### src/hw/rtl/rgbc_pkg.sv
// ----------------------------------------------------------------------------
// rgbc_pkg
// Shared types and constants for the 3x3 RGB convolution block.
// ----------------------------------------------------------------------------
`default_nettype none

package rgbc_pkg;

  localparam int PIX_W          = 8;
  localparam int FRAME_W_BITS   = 12;
  localparam int FRAME_H_BITS   = 13;
  localparam int COEF_REG_BITS  = 48;
  localparam int COEF_SLOT_BITS = 16;
  localparam int CFG_IDX_BITS   = 3;
  localparam int WIN_TAPS       = 9;
  localparam int MIN_WIDTH      = 32;
  localparam int CLAMP_MAX      = 255;

  localparam logic FUNC_PIXEL = 1'b0;
  localparam logic FUNC_DRAIN = 1'b1;

  typedef enum logic [CFG_IDX_BITS-1:0] {
    CFG_FRAME_WIDTH  = 3'd0,
    CFG_FRAME_HEIGHT = 3'd1,
    CFG_COEF_TOP     = 3'd2,
    CFG_COEF_MID     = 3'd3,
    CFG_COEF_BOTTOM  = 3'd4
  } cfg_idx_t;

  typedef struct packed {
    logic [PIX_W-1:0] red;
    logic [PIX_W-1:0] green;
    logic [PIX_W-1:0] blue;
  } rgb_t;

  // Per-item decisions made at the input, carried down the pipeline.
  typedef struct packed {
    logic emit;      // this item releases a result
    logic left_ok;   // left window column lies inside the frame
    logic top_ok;    // top window row lies inside the frame
    logic right_ok;  // right window column is the incoming column
    logic last;      // result is the frame's final pixel
  } item_flags_t;

endpackage

`default_nettype wire

### src/hw/rtl/rgbc_ctrl.sv
// ----------------------------------------------------------------------------
// rgbc_ctrl
// Configuration registers, frame counters and per-item window decisions.
// ----------------------------------------------------------------------------
`default_nettype none

module rgbc_ctrl
  import rgbc_pkg::*;
#(
  parameter int MAX_WIDTH  = 2048,
  parameter int MAX_HEIGHT = 4096,
  parameter int COEF_BITS  = 16,
  localparam int CW = $clog2(MAX_WIDTH)
) (
  input  wire logic                          clk,
  input  wire logic                          rst_n,
  input  wire logic                          cfg_valid,
  output logic                               cfg_ready,
  input  wire logic [CFG_IDX_BITS-1:0]       cfg_index,
  input  wire logic [COEF_REG_BITS-1:0]      cfg_data,
  input  wire logic                          in_valid,
  input  wire logic                          in_ready,
  input  wire logic                          in_func,
  input  wire rgb_t                          in_pix,
  output logic                               item_valid,
  output logic [CW-1:0]                      item_col,
  output rgb_t                               item_pix,
  output item_flags_t                        item_flags,
  output logic                               clear,
  output logic signed [COEF_BITS-1:0]        taps [WIN_TAPS]
);

  localparam int WW = $clog2(MAX_WIDTH + 1);
  localparam int HW = $clog2(MAX_HEIGHT + 1);
  localparam int RW = $clog2(MAX_HEIGHT + 2);

  logic [FRAME_W_BITS-1:0]  fw_r;
  logic [FRAME_H_BITS-1:0]  fh_r;
  logic [COEF_REG_BITS-1:0] coef_r [3];
  logic [CW-1:0]            col_r, col_nxt;
  logic [RW-1:0]            row_r, row_nxt;
  logic [WW-1:0]            eff_w;
  logic [HW-1:0]            eff_h;
  logic                     cfg_wr, accept, in_frame, live, col_zero;
  logic                     emit, row_end, last, col_wrap;

  assign cfg_ready = 1'b1;
  assign cfg_wr    = cfg_valid && cfg_ready;
  assign clear     = cfg_wr && (cfg_index == CFG_FRAME_WIDTH || cfg_index == CFG_FRAME_HEIGHT);

  always_comb begin
    if (32'(fw_r) < 32'(MIN_WIDTH)) begin
      eff_w = WW'(MIN_WIDTH);
    end else if (32'(fw_r) > 32'(MAX_WIDTH)) begin
      eff_w = WW'(MAX_WIDTH);
    end else begin
      eff_w = WW'(fw_r);
    end
    if (fh_r == '0) begin
      eff_h = HW'(1);
    end else if (32'(fh_r) > 32'(MAX_HEIGHT)) begin
      eff_h = HW'(MAX_HEIGHT);
    end else begin
      eff_h = HW'(fh_r);
    end
  end

  assign accept   = in_valid && in_ready;
  assign in_frame = 32'(row_r) < 32'(eff_h);
  // Pixels count only inside the frame, drain items only after it.
  assign live     = in_frame ? (in_func == FUNC_PIXEL) : (in_func == FUNC_DRAIN);
  assign col_zero = (col_r == '0);
  assign emit     = (32'(row_r) >= 32'd2) || ((32'(row_r) == 32'd1) && !col_zero);
  assign row_end  = 32'(row_r) == 32'(eff_h) + 32'd1;
  assign last     = emit && col_zero && row_end;
  assign col_wrap = 32'(col_r) + 32'd1 >= 32'(eff_w);

  always_comb begin
    col_nxt = col_r + CW'(1);
    row_nxt = row_r;
    if (last) begin
      col_nxt = '0;
      row_nxt = '0;
    end else if (col_wrap) begin
      col_nxt = '0;
      row_nxt = row_r + RW'(1);
    end
  end

  always_ff @(posedge clk) begin
    if (!rst_n) begin
      fw_r   <= FRAME_W_BITS'(MIN_WIDTH);
      fh_r   <= FRAME_H_BITS'(1);
      coef_r <= '{default: '0};
      col_r  <= '0;
      row_r  <= '0;
    end else begin
      if (cfg_wr) begin
        unique case (cfg_index)
          CFG_FRAME_WIDTH:  fw_r      <= cfg_data[FRAME_W_BITS-1:0];
          CFG_FRAME_HEIGHT: fh_r      <= cfg_data[FRAME_H_BITS-1:0];
          CFG_COEF_TOP:     coef_r[0] <= cfg_data;
          CFG_COEF_MID:     coef_r[1] <= cfg_data;
          CFG_COEF_BOTTOM:  coef_r[2] <= cfg_data;
          default: ;
        endcase
      end
      if (clear) begin
        col_r <= '0;
        row_r <= '0;
      end else if (accept && live) begin
        col_r <= col_nxt;
        row_r <= row_nxt;
      end
    end
  end

  // At the start of a row the pending result uses the zero column on the right,
  // and its centre row is two rows up, so the top test moves by one.
  always_comb begin
    item_valid          = accept && live;
    item_col            = col_r;
    item_pix            = in_frame ? in_pix : '0;
    item_flags.emit     = emit;
    item_flags.left_ok  = col_zero || (32'(col_r) >= 32'd2);
    item_flags.top_ok   = col_zero ? (32'(row_r) >= 32'd3) : (32'(row_r) >= 32'd2);
    item_flags.right_ok = !col_zero;
    item_flags.last     = last;
  end

  for (genvar j = 0; j < 3; j++) begin : g_row
    for (genvar k = 0; k < 3; k++) begin : g_col
      assign taps[k*3 + j] = coef_r[j][COEF_SLOT_BITS*k +: COEF_BITS];
    end
  end

`ifndef NO_ASSERTIONS
  a_row_bound: assert property (@(posedge clk) disable iff (!rst_n)
    32'(row_r) <= 32'(eff_h) + 32'd1)
    else $error("row counter ran past the drain row");

  a_frame_restart: assert property (@(posedge clk) disable iff (!rst_n)
    (item_valid && last) |=> (col_r == '0 && row_r == '0))
    else $error("counters did not restart after the final result");
`endif

endmodule

`default_nettype wire

### config.mk
export PLATFORM = sky130hd
export DESIGN_NAME = rgbc_ctrl
export DESIGN_NICKNAME = d
export VERILOG_FILES = /design/src/hw/rtl/rgbc_pkg.sv /design/src/hw/rtl/rgbc_ctrl.sv
export SDC_FILE = /design/constraint.sdc
export NUM_CORES = 1
export LEC_CHECK = 0
export ABC_AREA = 1
export BUFFER_PORTS_ARGS = -buffer_cell sky130_fd_sc_hd__buf_2
export CORE_UTILIZATION = 40
export DETAILED_ROUTE_END_ITERATION = 10
export GPL_TIMING_DRIVEN = 0
export SETUP_SLACK_MARGIN = 0.2
export SYNTH_ARGS = -nofsm -noshare
export SYNTH_HDL_FRONTEND = slang
export SYNTH_SLANG_ARGS = --single-unit
### constraint.sdc
create_clock -name clk -period 4.2 [get_ports clk]
set_input_delay 0.63 -clock clk [delete_from_list [all_inputs] [get_ports clk]]
set_output_delay 0.63 -clock clk [all_outputs]
set_load 0.005 [all_outputs]
Word level (Yosys, flattened, before mapping)
Index checks and enable logic that the tools add are counted.
Operators by class
  eq/ne operators: 6
  reduce and logical (&&, ||, !) cells: 21
  $add $sub $neg: 4
  magnitude comparators: 8
  bitwise logic cells: 2
  muxes and demuxes: 11
Operator list (number)
  2-to-1 mux 13 bit: 4
  greater-or-equal comparator 13 x 2 -> 1 bit, second input constant: 2
  2-to-1 mux 12 bit: 2
  2-to-1 mux 24 bit: 1
  2-to-1 mux 11 bit: 2
  adder 13 x 1 -> 14 bit, second input constant: 1
  equality test 13 x 14 -> 1 bit: 1
  adder 13 x 1 -> 13 bit, second input constant: 1
  equality test 13 x 1 -> 1 bit, second input constant: 1
  greater-than comparator 13 bit, second input constant: 1
  logical NOT 13 bit: 1
  less-than comparator 13 bit: 1
  adder 11 x 1 -> 12 bit, second input constant: 1
  greater-or-equal comparator 12 bit: 1
  greater-than comparator 12 bit, second input constant: 1
  less-than comparator 12 x 6 -> 1 bit, second input constant: 1
  AND reduction 2 bit: 6
  adder 11 x 1 -> 11 bit, second input constant: 1
  greater-or-equal comparator 11 x 2 -> 1 bit, second input constant: 1
  logical NOT 11 bit: 1
  equality test 3 x 2 -> 1 bit, second input constant: 2
  logical AND 1 bit: 6
  equality test 3 x 1 -> 1 bit, second input constant: 1
  equality test 3 bit, second input constant: 1
  7 further kinds: 11
Storage, ports and cells
  word-level logic and storage cells: 59
  bits of input ports: 81
  register bits: 193

Longest topological paths before layout
  depth after elaboration: 8
  depth in mapped cells: 25
  gate-level depth less buffers: 22

Worst setup path before layout
OpenSTA, ideal clock, no wires.
  kind: register to output
  start point: register fh_r[7]
  end point: output port item_flags[0] (netlist bit)
  required time: 3570 ps
  stages on the path, launching flop included: 22
  path slack: 1179 ps
  arrival time: 2391 ps
  cells stage by stage: dfxtp_1 > buf_6 > nor2_2 > nand2_1 > nor2_2 > nand2_2 > nand2_4 > buf_8 > nand2_1 > inv_1 > ha_1 > a21oi_1 > o211ai_1 > nor2_1 > o21ai_1 > nor2_1 > nand2_1 > nor2_4 > nand4_4 > buf_2 > inv_1 > buf_4
Between the ends
  word-level cells in the longest chain between the ends: 6
  elaborated cells between the ends (all ways): 7
Ends and longest elaborated chain
  start, declared: line rgbc_ctrl.sv:38  | logic [FRAME_H_BITS-1:0] fh_r;
  start signal, assigned: line rgbc_ctrl.sv:101  | CFG_FRAME_HEIGHT: fh_r <= cfg_data[FRAME_H_BITS-1:0];
  greater-than comparator 13 bit: line rgbc_ctrl.sv:61  | end else if (32'(fh_r) > 32'(MAX_HEIGHT)) begin
  2-to-1 mux 13 bit: line rgbc_ctrl.sv:61
  2-to-1 mux 13 bit (*): line rgbc_ctrl.sv:59  | if (fh_r == '0) begin
  adder 13 x 1 -> 14 bit (*): line rgbc_ctrl.sv:74  | assign row_end = 32'(row_r) == 32'(eff_h) + 32'd1;
  equality test 13 x 14 -> 1 bit (*): line rgbc_ctrl.sv:74
  logical AND 1 bit (*): line rgbc_ctrl.sv:75  | assign last = emit && col_zero && row_end;
  end, declared: line rgbc_ctrl.sv:28  | output item_flags_t item_flags,
Mark *: on every way between the ends. The rest lies on a longest branch, timed or not.

Worst setup path after layout
  start point: register fh_r[7]
  end point: output port item_valid
Between the ends
  word-level cells in the longest chain between the ends: 6
  elaborated cells between the ends (all ways): 7
Ends and longest elaborated chain
  greater-than comparator 13 bit: line rgbc_ctrl.sv:61
  2-to-1 mux 13 bit: line rgbc_ctrl.sv:61
  2-to-1 mux 13 bit (*): line rgbc_ctrl.sv:59
  less-than comparator 13 bit (*): line rgbc_ctrl.sv:69  | assign in_frame = 32'(row_r) < 32'(eff_h);
  2-to-1 mux 1 bit (*): line rgbc_ctrl.sv:71  | assign live = in_frame ? (in_func == FUNC_PIXEL) : (in_func == FUNC_DRAIN);
  logical AND 1 bit (*): line rgbc_ctrl.sv:121  | item_valid = accept && live;
  end, declared: line rgbc_ctrl.sv:25  | output logic item_valid,
Marks and branches as above.

==> results.sh <==
export IMPL_run_status="finished with violations"
export IMPL_failed_checks="design-rule violations"
export IMPL_synth_xor_area_frac=0.0184
export IMPL_place_inst=1830
export IMPL_max_clock_freq_mhz=266
export IMPL_post_dp_cell_area_sq_um=10700
export IMPL_power_share_clock=0.402
export IMPL_grt_antenna_before_repair=1
export IMPL_worstSetupEndpointType="primary output"
export IMPL_share_comb_of_total_power=0.163
export IMPL_finalHoldViolations=0
export IMPL_area_growth_pct=27.2
export IMPL_yosys_register_bits=193
export IMPL_power_switching_uw=1430
export IMPL_routabilityCongestion=0.887
export IMPL_core_region_area_sq_um=22000
export IMPL_routedWlPerCell_microns=15.0
export IMPL_detail_route_drc_violations=8
export IMPL_synth_top_cell_by_area="dfxtp_1"
export IMPL_intPower_uw=3050
export IMPL_top_level_i_o_count=268
export IMPL_final_layout_size_suffix_gt1_frac=0.218
export IMPL_cts_root_buf="clkbuf_16"
export IMPL_floorplan_die_area_sq_um=23200
export IMPL_timing_final_setup_violations=0
export IMPL_clock_insertion_delay_worst_skew_ps=450
export IMPL_critPathKind="reg2out"
export IMPL_max_cap_violations=0
export IMPL_power_density_nw_per_um2=390
export IMPL_nets=1693
export IMPL_met3_usage=0.0748
export IMPL_drt_antenna_violating_nets=0
export IMPL_die_height_microns=152
export IMPL_yosys_area_share_adder=0.0443
export IMPL_yosysUniqueCellTypes=41
export IMPL_synth_warnings=0
export IMPL_clk_transition_reported_paths_ps=80
export IMPL_setup_repair_after_global_routing_missed_its_margin="false"
export IMPL_number_of_clock_sinks=193
export IMPL_final_max_slew_violation_count=0
export IMPL_path_buf_inv=5
export IMPL_post_synth_mux_area_share=0
export IMPL_p_sw_frac=0.319
export IMPL_synth_compound_area_share=0.158
export IMPL_min_path_type="reg2reg"
export IMPL_met2_grt_util=0.427
export IMPL_cts_buffers=17
export IMPL_timing_critical_path_cells="buf_6 > nor2_2 > nand2_1 > nor2_2 > nand2_2 > nand2_4 > buf_8 > nand2_1 > ha_1 > nand4_1 > o221ai_2 > nand3_1 > nand2_2 > nor2_1 > nor3_4 > buf_12 > clkbuf_8 > buf_2"
export IMPL_finalCriticalPeriod_ps=3750
export IMPL_wl_mm=28.1
export IMPL_worstMarginPinSlew_ps=598
export IMPL_finalSetupTns_ps=0
export IMPL_timing_clock_skew_ps=10.8
export IMPL_yosys_area_share_simple=0.252
export IMPL_timing_critical_path_slowest_stage_cell="dfxtp_1"
export IMPL_syn_cell_area_sq_um=9030
export IMPL_die_width_microns=152
export IMPL_postSynthNetCount=1398
export IMPL_ratio_of_final_minimum_period_to_clock_period=0.894
export IMPL_place_hpwl_mm=21.3
export IMPL_cts_tree="done"
export IMPL_placementRows=54
export IMPL_slew_limit_headroom=0.600
export IMPL_cts_htree_levels=4
export IMPL_grt_busiest_layer="met2"
export IMPL_layout_core_utilization=0.523
export IMPL_drtPass1Iterations=8
export IMPL_track_usage=0.246
export IMPL_global_route_usage_met1=0.290
export IMPL_share_of_the_yosys_chip_area_belonging_to_registers=0.428
export IMPL_first_global_vias=8511
export IMPL_layoutNonFillerInstCount=1873
export IMPL_avgSynthCellArea_sq_um=7.03
export IMPL_route_vias_total=9116
export IMPL_worst_path_largest_cell_delay_ps=310
export IMPL_share_seq_of_total_power=0.435
export IMPL_start_util=0.411
export IMPL_synth_top_cells_by_area="dfxtp_1 43%, nor2_1 13%, o21ai_0 10%"
export IMPL_grt_start_max_net_pins=25
export IMPL_startpoint_type="flop"
export IMPL_placement_io_buffers=265
export IMPL_critical_path_required_ps=3570
export IMPL_power_uw=4480
export IMPL_cells_after_synth=1285
export IMPL_crit_fanout=10
export IMPL_synthDominantCellAreaShare=0.428
export IMPL_wire_length_of_the_first_global_routing_pass_mm=45.5
export IMPL_drt_iter0_markers=530
export IMPL_worst_path_dominant_cell_family="simple AND/OR/NAND/NOR gates"
export IMPL_postLayoutCellArea_sq_um=11500
export IMPL_leakagePower_uw=0.00551
export IMPL_dominant_combinational_cell_family_by_area_after_synthesis="simple AND/OR/NAND/NOR gates"
export IMPL_diodes=0
export IMPL_grt_remaining_overflow=0
export IMPL_clockBufferDepth=2
export IMPL_worst_ir_drop_vdd_v=0.000328
export IMPL_arrival_ps=3120
export IMPL_viasPerCell=4.87
-- cell type report --
| type | count | area [sq um] |
|---|---|---|
| fillers | 2176 | 10500 |
| clock inverters | 15 | 224 |
| plain buffers | 69 | 328 |
| flip-flops and latches | 193 | 3860 |
| well taps | 280 | 350 |
| multi-input cells | 866 | 4280 |
| repair buffers | 276 | 1420 |
| inverters | 157 | 589 |
| clock buffers | 17 | 425 |
-- cell usage in the layout, fill, tap and decap left out, drive strengths merged --
| cell | count |
|---|---|
| nand2 | 138 |
| xnor2 | 2 |
| nor3b | 4 |
| a211oi | 1 |
| a21boi | 2 |
| or3b | 1 |
| ha | 32 |
| a41oi | 1 |
| buf | 287 |
| clkbuf | 75 |
| nor3 | 13 |
| a21oi | 83 |
| nand3 | 48 |
| inv | 166 |
| o21ai | 183 |
| dfxtp | 193 |
| conb | 1 |
| a22oi | 1 |
| nand3b | 1 |
| clkinv | 6 |
| o221ai | 1 |
| o211ai | 3 |
| nor2 | 316 |
| o21bai | 2 |
| a31oi | 1 |
| nand4 | 14 |
| nor4 | 1 |
| xor2 | 17 |
-- worst reg2reg max path: stages (launching register included) --
cell and delay [ps]:
dfxtp_1 420, inv_1 110, nor3_1 300, nand3_1 180, nor2_1 180, xor2_1 240, ha_1 280, nand2_1 90
nor2_1 50, a211oi_1 160, nand2_1 80, nand2_1 50, nand2_1 50, nand2_1 50, nand2_1 40, nor2_1 460
nand2_4 150, nand2_2 100, buf_6 140, nand2_1 60, nand2_1 60, nor2_1 40
-- metrics by stage --
step	hold slack (ps)	setup slack, ps
2_1_floorplan	440	1180
3_3_place_gp	430	275
3_5_place_dp	433	236
4_1_cts	445	228
5_1_grt	458	194
6_report	443	445
-- state kept, by name, indices dropped and copies added (netlist names) --
| name | flops |
|---|---|
| fw_r | 12 |
| taps | 144 |
| item_col | 11 |
| fh_r | 13 |
| row_r | 13 |
-- Yosys cell counts (all sizes together) --
cell / count
nor2: 316
conb: 1
nor3: 13
clkinv: 3
nor4: 1
dfxtp: 193
a22oi: 1
nor3b: 4
a41oi: 1
o21bai: 2
o21ai: 183
nand3: 48
xor2: 17
buf: 11
a21boi: 2
o211ai: 3
a31oi: 1
nand3b: 1
o221ai: 1
inv: 154
xnor2: 2
ha: 32
a21oi: 83
a211oi: 1
nand4: 14
nand2: 138
clkbuf: 58
or3b: 1
-- power groups by stage --
stage               Clock (uW)  Sequential, uW  Combinational [uW]
detailed placement           0            1990                 714
CTS                       1830            1950                 727
finish                    1800            1950                 731
global route              1900            1960                 831
global placement             0            1990                 706
floorplan                    0            1990                 411
-- cells by family (layout without fill, tap and decap cells) --
family | count (synthesis) | after routing
AO/OA/AOI/OAI | 278 | 278
XOR/XNOR | 19 | 19
adder cells (fa/ha/maj) | 32 | 32
buffers and inverters | 226 | 534
flip-flops | 193 | 193
other | 1 | 1
AND/OR/NAND/NOR | 536 | 536
-- per-layer routing --
layer  vias up  wire length [microns]
met5         -                      0
met4         0                    468
met3        25                   2000
li1       4670                      -
met2       228                  13700
met1      4193                  12000
-- final timing paths --
kind | start | to | slack, ps | cells after the start
worst max-delay path | fh_r[7] | item_valid | 450 | 18
worst min-delay path | taps[77] | taps[77] | 440 | 2
worst max register to register | item_col[0] | row_r[12] | 790 | 21
worst min register to register | taps[77] | taps[77] | 440 | 2
-- what timing repair did --
item / CTS / global route
resized for setup: 4 / 7
buffers inserted: 1 / 10
hold buffers: 0 / 0
pin swaps: 1 / 3
setup endpoints to repair: 1 / 22
Note: power is estimated with default switching activity, not from simulation.
